## src/hw/rtl/hqr_pkg.sv

```systemverilog
// Shared types, constants and saturation helpers for the QR decomposition core.
package hqr_pkg;

    localparam int MAX_SIZE  = 4;
    localparam int FRAC_BITS = 16;

    // command into the root/divide unit
    typedef struct packed {
        logic start;
        logic is_div;
    } t_rd_cmd;

    // status back from the root/divide unit
    typedef struct packed {
        logic done;
    } t_rd_stat;

    function automatic logic signed [47:0] sat48(input logic signed [55:0] x);
        logic signed [55:0] hi;
        logic signed [55:0] lo;
        hi = 56'sh00_7FFF_FFFF_FFFF;
        lo = -56'sh00_8000_0000_0000;
        if (x > hi) begin
            return 48'sh7FFF_FFFF_FFFF;
        end else if (x < lo) begin
            return 48'sh8000_0000_0000;
        end else begin
            return x[47:0];
        end
    endfunction

    function automatic logic [31:0] sat32(input logic signed [47:0] x);
        logic signed [47:0] hi;
        logic signed [47:0] lo;
        hi = 48'sh0000_7FFF_FFFF;
        lo = -48'sh0000_8000_0000;
        if (x > hi) begin
            return 32'h7FFF_FFFF;
        end else if (x < lo) begin
            return 32'h8000_0000;
        end else begin
            return x[31:0];
        end
    endfunction

endpackage

```

## src/hw/rtl/hqr_rootdiv.sv

```systemverilog
// Bit-serial integer square root and restoring divider sharing one datapath.
module hqr_rootdiv (
    input  logic               i_clk,
    input  logic               i_rst_n,
    input  hqr_pkg::t_rd_cmd   i_cmd,
    input  logic [61:0]        i_opa,     // radicand, or dividend in the low 30 bits
    input  logic [30:0]        i_opb,     // divisor
    output hqr_pkg::t_rd_stat  o_stat,
    output logic [30:0]        o_result
);

    logic        r_busy;
    logic        r_div;
    logic        r_done;
    logic [4:0]  r_cnt;
    logic [62:0] r_acc;
    logic [62:0] r_aux;
    logic [62:0] r_bit;
    logic [30:0] r_quo;
    logic [62:0] trial;

    assign trial = r_div ? r_aux : (r_aux + r_bit);

    always_ff @(posedge i_clk) begin
        if (!i_rst_n) begin
            r_busy <= 1'b0;
            r_done <= 1'b0;
        end else begin
            r_done <= !i_cmd.start && r_busy && (r_cnt == 5'd0);
            if (i_cmd.start) begin
                r_busy <= 1'b1;
                r_div  <= i_cmd.is_div;
                r_cnt  <= 5'd30;
                r_quo  <= '0;
                r_bit  <= 63'(1) << 60;
                if (i_cmd.is_div) begin
                    r_acc <= 63'(i_opa[29:0]) << 30;
                    r_aux <= 63'(i_opb) << 30;
                end else begin
                    r_acc <= {1'b0, i_opa};
                    r_aux <= '0;
                end
            end else if (r_busy) begin
                // one root digit or one quotient bit per cycle
                if (r_acc >= trial) begin
                    r_acc <= r_acc - trial;
                    r_quo <= {r_quo[29:0], 1'b1};
                    r_aux <= r_div ? (r_aux >> 1) : ((r_aux >> 1) + r_bit);
                end else begin
                    r_quo <= {r_quo[29:0], 1'b0};
                    r_aux <= r_aux >> 1;
                end
                r_bit <= r_bit >> 2;
                r_cnt <= r_cnt - 5'd1;
                if (r_cnt == 5'd0) begin
                    r_busy <= 1'b0;
                end
            end
        end
    end

    assign o_stat.done = r_done;
    assign o_result    = r_div ? r_quo : r_aux[30:0];

endmodule

```

## config.mk

```make
export PLATFORM = sky130hd
export DESIGN_NAME = hqr_rootdiv
export DESIGN_NICKNAME = d
export VERILOG_FILES = /design/src/hw/rtl/hqr_pkg.sv /design/src/hw/rtl/hqr_rootdiv.sv
export SDC_FILE = /design/constraint.sdc
export NUM_CORES = 1
export LEC_CHECK = 0
export BUFFER_PORTS_ARGS = -buffer_cell sky130_fd_sc_hd__buf_2
export CAP_MARGIN = 20
export CORE_UTILIZATION = 25
export CTS_CLUSTER_DIAMETER = 120
export CTS_CLUSTER_SIZE = 30
export DETAILED_ROUTE_END_ITERATION = 10
export HOLD_SLACK_MARGIN = 0.06
export SLEW_MARGIN = 20
export SYNTH_ARGS = -nofsm -noshare
export SYNTH_HDL_FRONTEND = slang
export SYNTH_SLANG_ARGS = --single-unit
export TNS_END_PERCENT = 100
```

## constraint.sdc

```tcl
create_clock -name i_clk -period 10.3 [get_ports i_clk]
set_clock_uncertainty 0.1 [all_clocks]
set_input_delay 0.515 -clock i_clk [delete_from_list [all_inputs] [get_ports i_clk]]
set_output_delay 0.515 -clock i_clk [all_outputs]
set_load 0.02 [all_outputs]
```

[Yosys cells after proc, flatten, opt, wreduce, memory -nomap -nowiden]
Cells that the tools add are included.
Operators by class
  $add $sub $neg: 4
  reduce and logical (&&, ||, !) cells: 9
  magnitude comparators: 1
  multiplexer cells: 18
Operator list (number)
  63-bit two-way mux: 8
  61-bit two-way mux: 2
  62-bit by 61-bit adder with 63-bit output: 1
  63-bit by 61-bit adder with 63-bit output: 1
  63-bit >= comparator: 1
  63-bit subtractor: 1
  31-bit two-way mux: 2
  62-bit two-way mux: 1
  5-bit logical NOT: 1
  5-bit two-way mux: 1
  5-bit by 1-bit subtractor with 5-bit output (second input constant): 1
  1-bit two-way mux: 4
  2-bit AND reduction: 2
  2-bit nonzero test: 2
  3-bit AND reduction: 1
  1-bit logical AND: 2
  1-bit logical NOT: 1
Storage, ports and cells
  register bits: 196
  output and inout port bits: 32

[Longest topological paths before layout]
  word-level depth: 6
  mapped depth: 23
  mapped depth without buffers: 20

[Worst setup path after synthesis]
OpenSTA, ideal clock, no wires.
  path kind: register -> register
  start point: register r_aux[2]
  end point: register r_acc[0] (enable)
  setup time: 492 ps
  data required time: 9708 ps
  path buffers: 2
  period minus slack after synthesis: 8116 ps
  stages on the path, launching flop included: 20
  arrival: 7524 ps
  setup slack: 2184 ps
  cell sequence: edfxtp_1 -> ha_1 -> a311oi_1 -> nor4_1 -> o21ai_0 -> a2111oi_2 -> or3_1 -> a31o_2 -> a221o_1 -> nand2_1 -> xor2_1 -> ha_1 -> buf_2 -> nand4_2 -> or4_4 -> or2_1 -> o32ai_4 -> nor3_1 -> buf_2 -> nor2b_1
Between the ends
  longest elaborated chain between the ends: 5
RTL lines
  from (decl): line hqr_rootdiv.sv:17  | logic [62:0] r_aux;
  from (signal assigned): line hqr_rootdiv.sv:38  | r_aux <= 63'(i_opb) << 30;
  from (signal assigned): line hqr_rootdiv.sv:48  | r_aux <= r_div ? (r_aux >> 1) : ((r_aux >> 1) + r_bit);
  from (signal assigned): line hqr_rootdiv.sv:51  | r_aux <= r_aux >> 1;
  63-bit by 61-bit adder with 63-bit output: line hqr_rootdiv.sv:22  | assign trial = r_div ? r_aux : (r_aux + r_bit);
  63-bit two-way mux (*): line hqr_rootdiv.sv:22
  63-bit >= comparator (*): line hqr_rootdiv.sv:45  | if (r_acc >= trial) begin
  2-bit nonzero test (no line) (*)
  3-bit AND reduction (no line) (*)
  to (signal assigned): line hqr_rootdiv.sv:37  | r_acc <= 63'(i_opa[29:0]) << 30;
  to (signal assigned): line hqr_rootdiv.sv:40  | r_acc <= {1'b0, i_opa};
  to (signal assigned): line hqr_rootdiv.sv:46  | r_acc <= r_acc - trial;
  to (decl): line hqr_rootdiv.sv:16  | logic [62:0] r_acc;
Mark *: on every way between the ends. The rest lies on a longest branch, timed or not.
A chain may end at the register's enable or synchronous reset.

[Worst setup path after layout]
  start point: register r_aux[2]
  end point: register r_acc[50] (enable)
The elaborated chain is that of the path after synthesis.

==> results.yml <==
placement:
  dp_cells: 3027
  port_buffers: 128
  gp_congestion: 0.911
  dp_hpwl_um: 46600
critical_path:
  path_max_fanout: 29
  crit_type: "flop to flop"
  crit_family: "compound AO/OA/AOI/OAI gates"
  required_ps: 10370
  worstSetupEndpointType: "flop"
  critPathLaunchType: "flop"
  path_buf_inv: 2
  crit_arrival_ps: 7300
  slowest_delay_ps: 690
  path_cells: "ha_1, nand3_1, a211oi_1, a21oi_1, nand4bb_1, a211oi_1, o211ai_1, a21oi_1, nor3_1, o31a_1, ha_1, nand4_1, or4_4, or2_1, o32ai_4, nor3_1, nor2b_4, buf_12, buf_4"
  slowest_stage: "a211oi_1"
logic_synthesis:
  netlist_area_sq_um: 18000
  avgSynthCellArea_sq_um: 8.74
  synth_area_leader_cell: "edfxtp_1"
  synthArstFlopShare: 0
  synth.net_count: 2284
  yosysWarnings: 0
  synth_cells: 2057
  synth_top_area_frac: 0.324
  ys_seq_area_frac: 0.326
  synth_cell_types: 91
  synth.area.top_cells: "edfxtp_1 32%, ha_1 9.0%, o21ai_0 4.8%"
  ys_top_cells_by_count: "206 x nand2_1, 194 x edfxtp_1, 173 x o21ai_0"
  yosysMostFrequentCell: "nand2_1"
  ys.flop_type: "edfxtp_1"
  synth_edf_count: 194
  synth-seq-cells: 196
timing:
  tns_ps: 0
  worst_pin_slew_ps: 1060
  setup_viol: 0
  period_share: 0.701
  fmax_mhz: 138
  grt_setup_unrepaired: "no"
  slew_violations: 0
  hold_slack_ps: 165
  relSlewSlack: 0.284
  hold_violations: 0
  post-route-min-period_ps: 7230
floorplan:
  die_y_um: 270
  die_w_um: 270
  core-area_sq_um: 70600
  rows: 97
  num_io_pins: 129
  die_area_sq_um: 73000
  start_util: 0.254
global_route:
  gr-usage-all-layers: 0.163
  grt_pass1_wl_um: 91700
  grt_max_degree: 71
  grt_pass1_vias: 15179
  grt.overflow.total: 0
  antenna_found_initial: 2
route:
  drt-pass1-iter-count: 5
  drtIter0Drc: 1416
  post-route-drc-count: 0
  vias: 16220
  wl_met1_um: 28500
  drtAntennaViolNets: 0
  wl_met2_um: 26600
  top_layer: "met5"
  met3_length_um: 3250
  post_drt_wl_per_cell_um: 19.6
  drt-total-wl_um: 60000
  routed_via_density: 5.30
clock_network:
  post_cts_buffers: 0
  ctsResizeCount: 0
  cts_buffers: 17
  insertion_delay_ps: 510
  cts_tree: "yes"
  root_buffer: "clkbuf_16"
  htree_levels: 4
  clkSinkCount: 196
  cts_buffer_depth: 2
  postCtsHoldBufs: 0
  clk_pin_slew_ps: 70
final_layout:
  final_nets: 2335
  fillers: 7529
  syn_to_final_growth_pct: 11.5
  drive_above_1_share: 0.122
  fin_cells: 3061
power_and_ir_drop:
  power.leakage_nw: 7.42
  p_total_mw: 3.10
  ir_drop_v: 0.000121
  power_per_cell_area_nw_per_um2: 155
min_path:
  min_path_type: "input pin to flop"
outcome:
  status: "completed"
flow_run:
  cap_violations: 0
metal layers:
layer  global-route usage  up-vias
met5                    0        -
met4               0.0579        4
met3               0.0289       74
met2                0.250      511
met1                0.226     7777
li1                     -     7854
through the flow:
stage          setup slack [ps]   util  cell area [sq um]
6_report                   3070  0.284              20000
5_1_grt                    2670  0.284              20000
4_1_cts                    2800  0.283              20000
3_5_place_dp               2820  0.275              19400
3_3_place_gp               2970  0.275              19400
2_1_floorplan              2180      -              18000
worst register-to-register path, cell delays in order (launching register included):
cell,delay [ps]
edfxtp_1,490
ha_1,410
nand3_1,100
a211oi_1,430
a21oi_1,200
nand4bb_1,360
a211oi_1,690
o211ai_1,300
a21oi_1,210
nor3_1,70
o31a_1,280
ha_1,460
nand4_1,240
or4_4,560
or2_1,260
o32ai_4,470
nor3_1,190
nor2b_4,440
buf_12,250
buf_4,390
layout make-up:
type / count / area [sq um] / area share
well taps: 940 / 1180 / 0.0587
repair buffers: 144 / 779 / 0.0389
diodes: 1 / 2.50 / 0.000125
clock inverters: 14 / 143 / 0.00712
inverters: 54 / 203 / 0.0101
flip-flops and latches: 196 / 5870 / 0.293
multi-input cells: 1695 / 11400 / 0.571
clock buffers: 17 / 425 / 0.0212
cell families (layout without fill, tap and decap cells):
kind of cell | after synthesis | count (layout) | share of synthesized area
mux | 84 | 84 | 0.0500
xor+xnor | 140 | 140 | 0.0682
buf+inv | 166 | 229 | 0.0382
fa+ha+maj | 130 | 130 | 0.0909
simple gates | 674 | 674 | 0.187
other cells | 0 | 1 | 0
flops | 196 | 196 | 0.326
compound gates | 667 | 667 | 0.239
layout by cell type (no fill, tap or decap), types with 8 or more instances in the layout:
| cell | synthesis | final |
|---|---|---|
| nand2b_1 | 19 | 19 |
| ha_1 | 129 | 129 |
| mux2_2 | 44 | 44 |
| edfxtp_1 | 194 | 194 |
| a31o_2 | 14 | 14 |
| nand4_1 | 47 | 47 |
| o21ai_0 | 173 | 173 |
| inv_1 | 53 | 52 |
| buf_2 | 25 | 127 |
| a21oi_1 | 162 | 162 |
| nand3_1 | 35 | 35 |
| and3_1 | 16 | 16 |
| o211ai_1 | 28 | 28 |
| a32oi_1 | 9 | 9 |
| nand2_1 | 206 | 206 |
| nor2b_1 | 87 | 86 |
| or3_1 | 22 | 22 |
| a211oi_1 | 31 | 31 |
| a21boi_0 | 11 | 11 |
| buf_4 | 0 | 14 |
| a31oi_1 | 64 | 64 |
| mux2i_1 | 38 | 38 |
| clkbuf_16 | 0 | 17 |
| a21o_1 | 48 | 48 |
| o31ai_1 | 9 | 9 |
| nor2_1 | 136 | 135 |
| o21a_1 | 12 | 11 |
| xnor2_1 | 78 | 78 |
| nor4_1 | 8 | 8 |
| o21bai_1 | 27 | 27 |
| xor2_1 | 62 | 62 |
| nor3_1 | 34 | 34 |
| and2_1 | 18 | 18 |
sequential cells by signal, indices dropped and copies added (netlist names):
name    flops
r_aux      63
r_bit      31
r_quo      31
r_cnt       5
o_stat      1
r_acc      63
r_busy      1
r_div       1
path summary, 6_finish.rpt:
path,from,endpoint,slack [ps],cells after the start
worst max-delay path,r_aux[2]$_SDFFCE_PP0P_,r_acc[50]$_DFFE_PP_,3070,19
worst min-delay path,i_rst_n,o_stat$_SDFF_PN0_,160,3
worst max register to register,r_aux[2]$_SDFFCE_PP0P_,r_acc[50]$_DFFE_PP_,3070,19
worst min register to register,r_busy$_SDFF_PN0_,o_stat$_SDFF_PN0_,370,2
report_power, final:
| group | switching (mW) | internal, mW | total, mW |
|---|---|---|---|
| combinational | 0.834 | 0.512 | 1.35 |
| sequential | 0.0805 | 0.990 | 1.07 |
| clock | 0.364 | 0.319 | 0.683 |
Note: power is estimated with default switching activity, not from simulation.
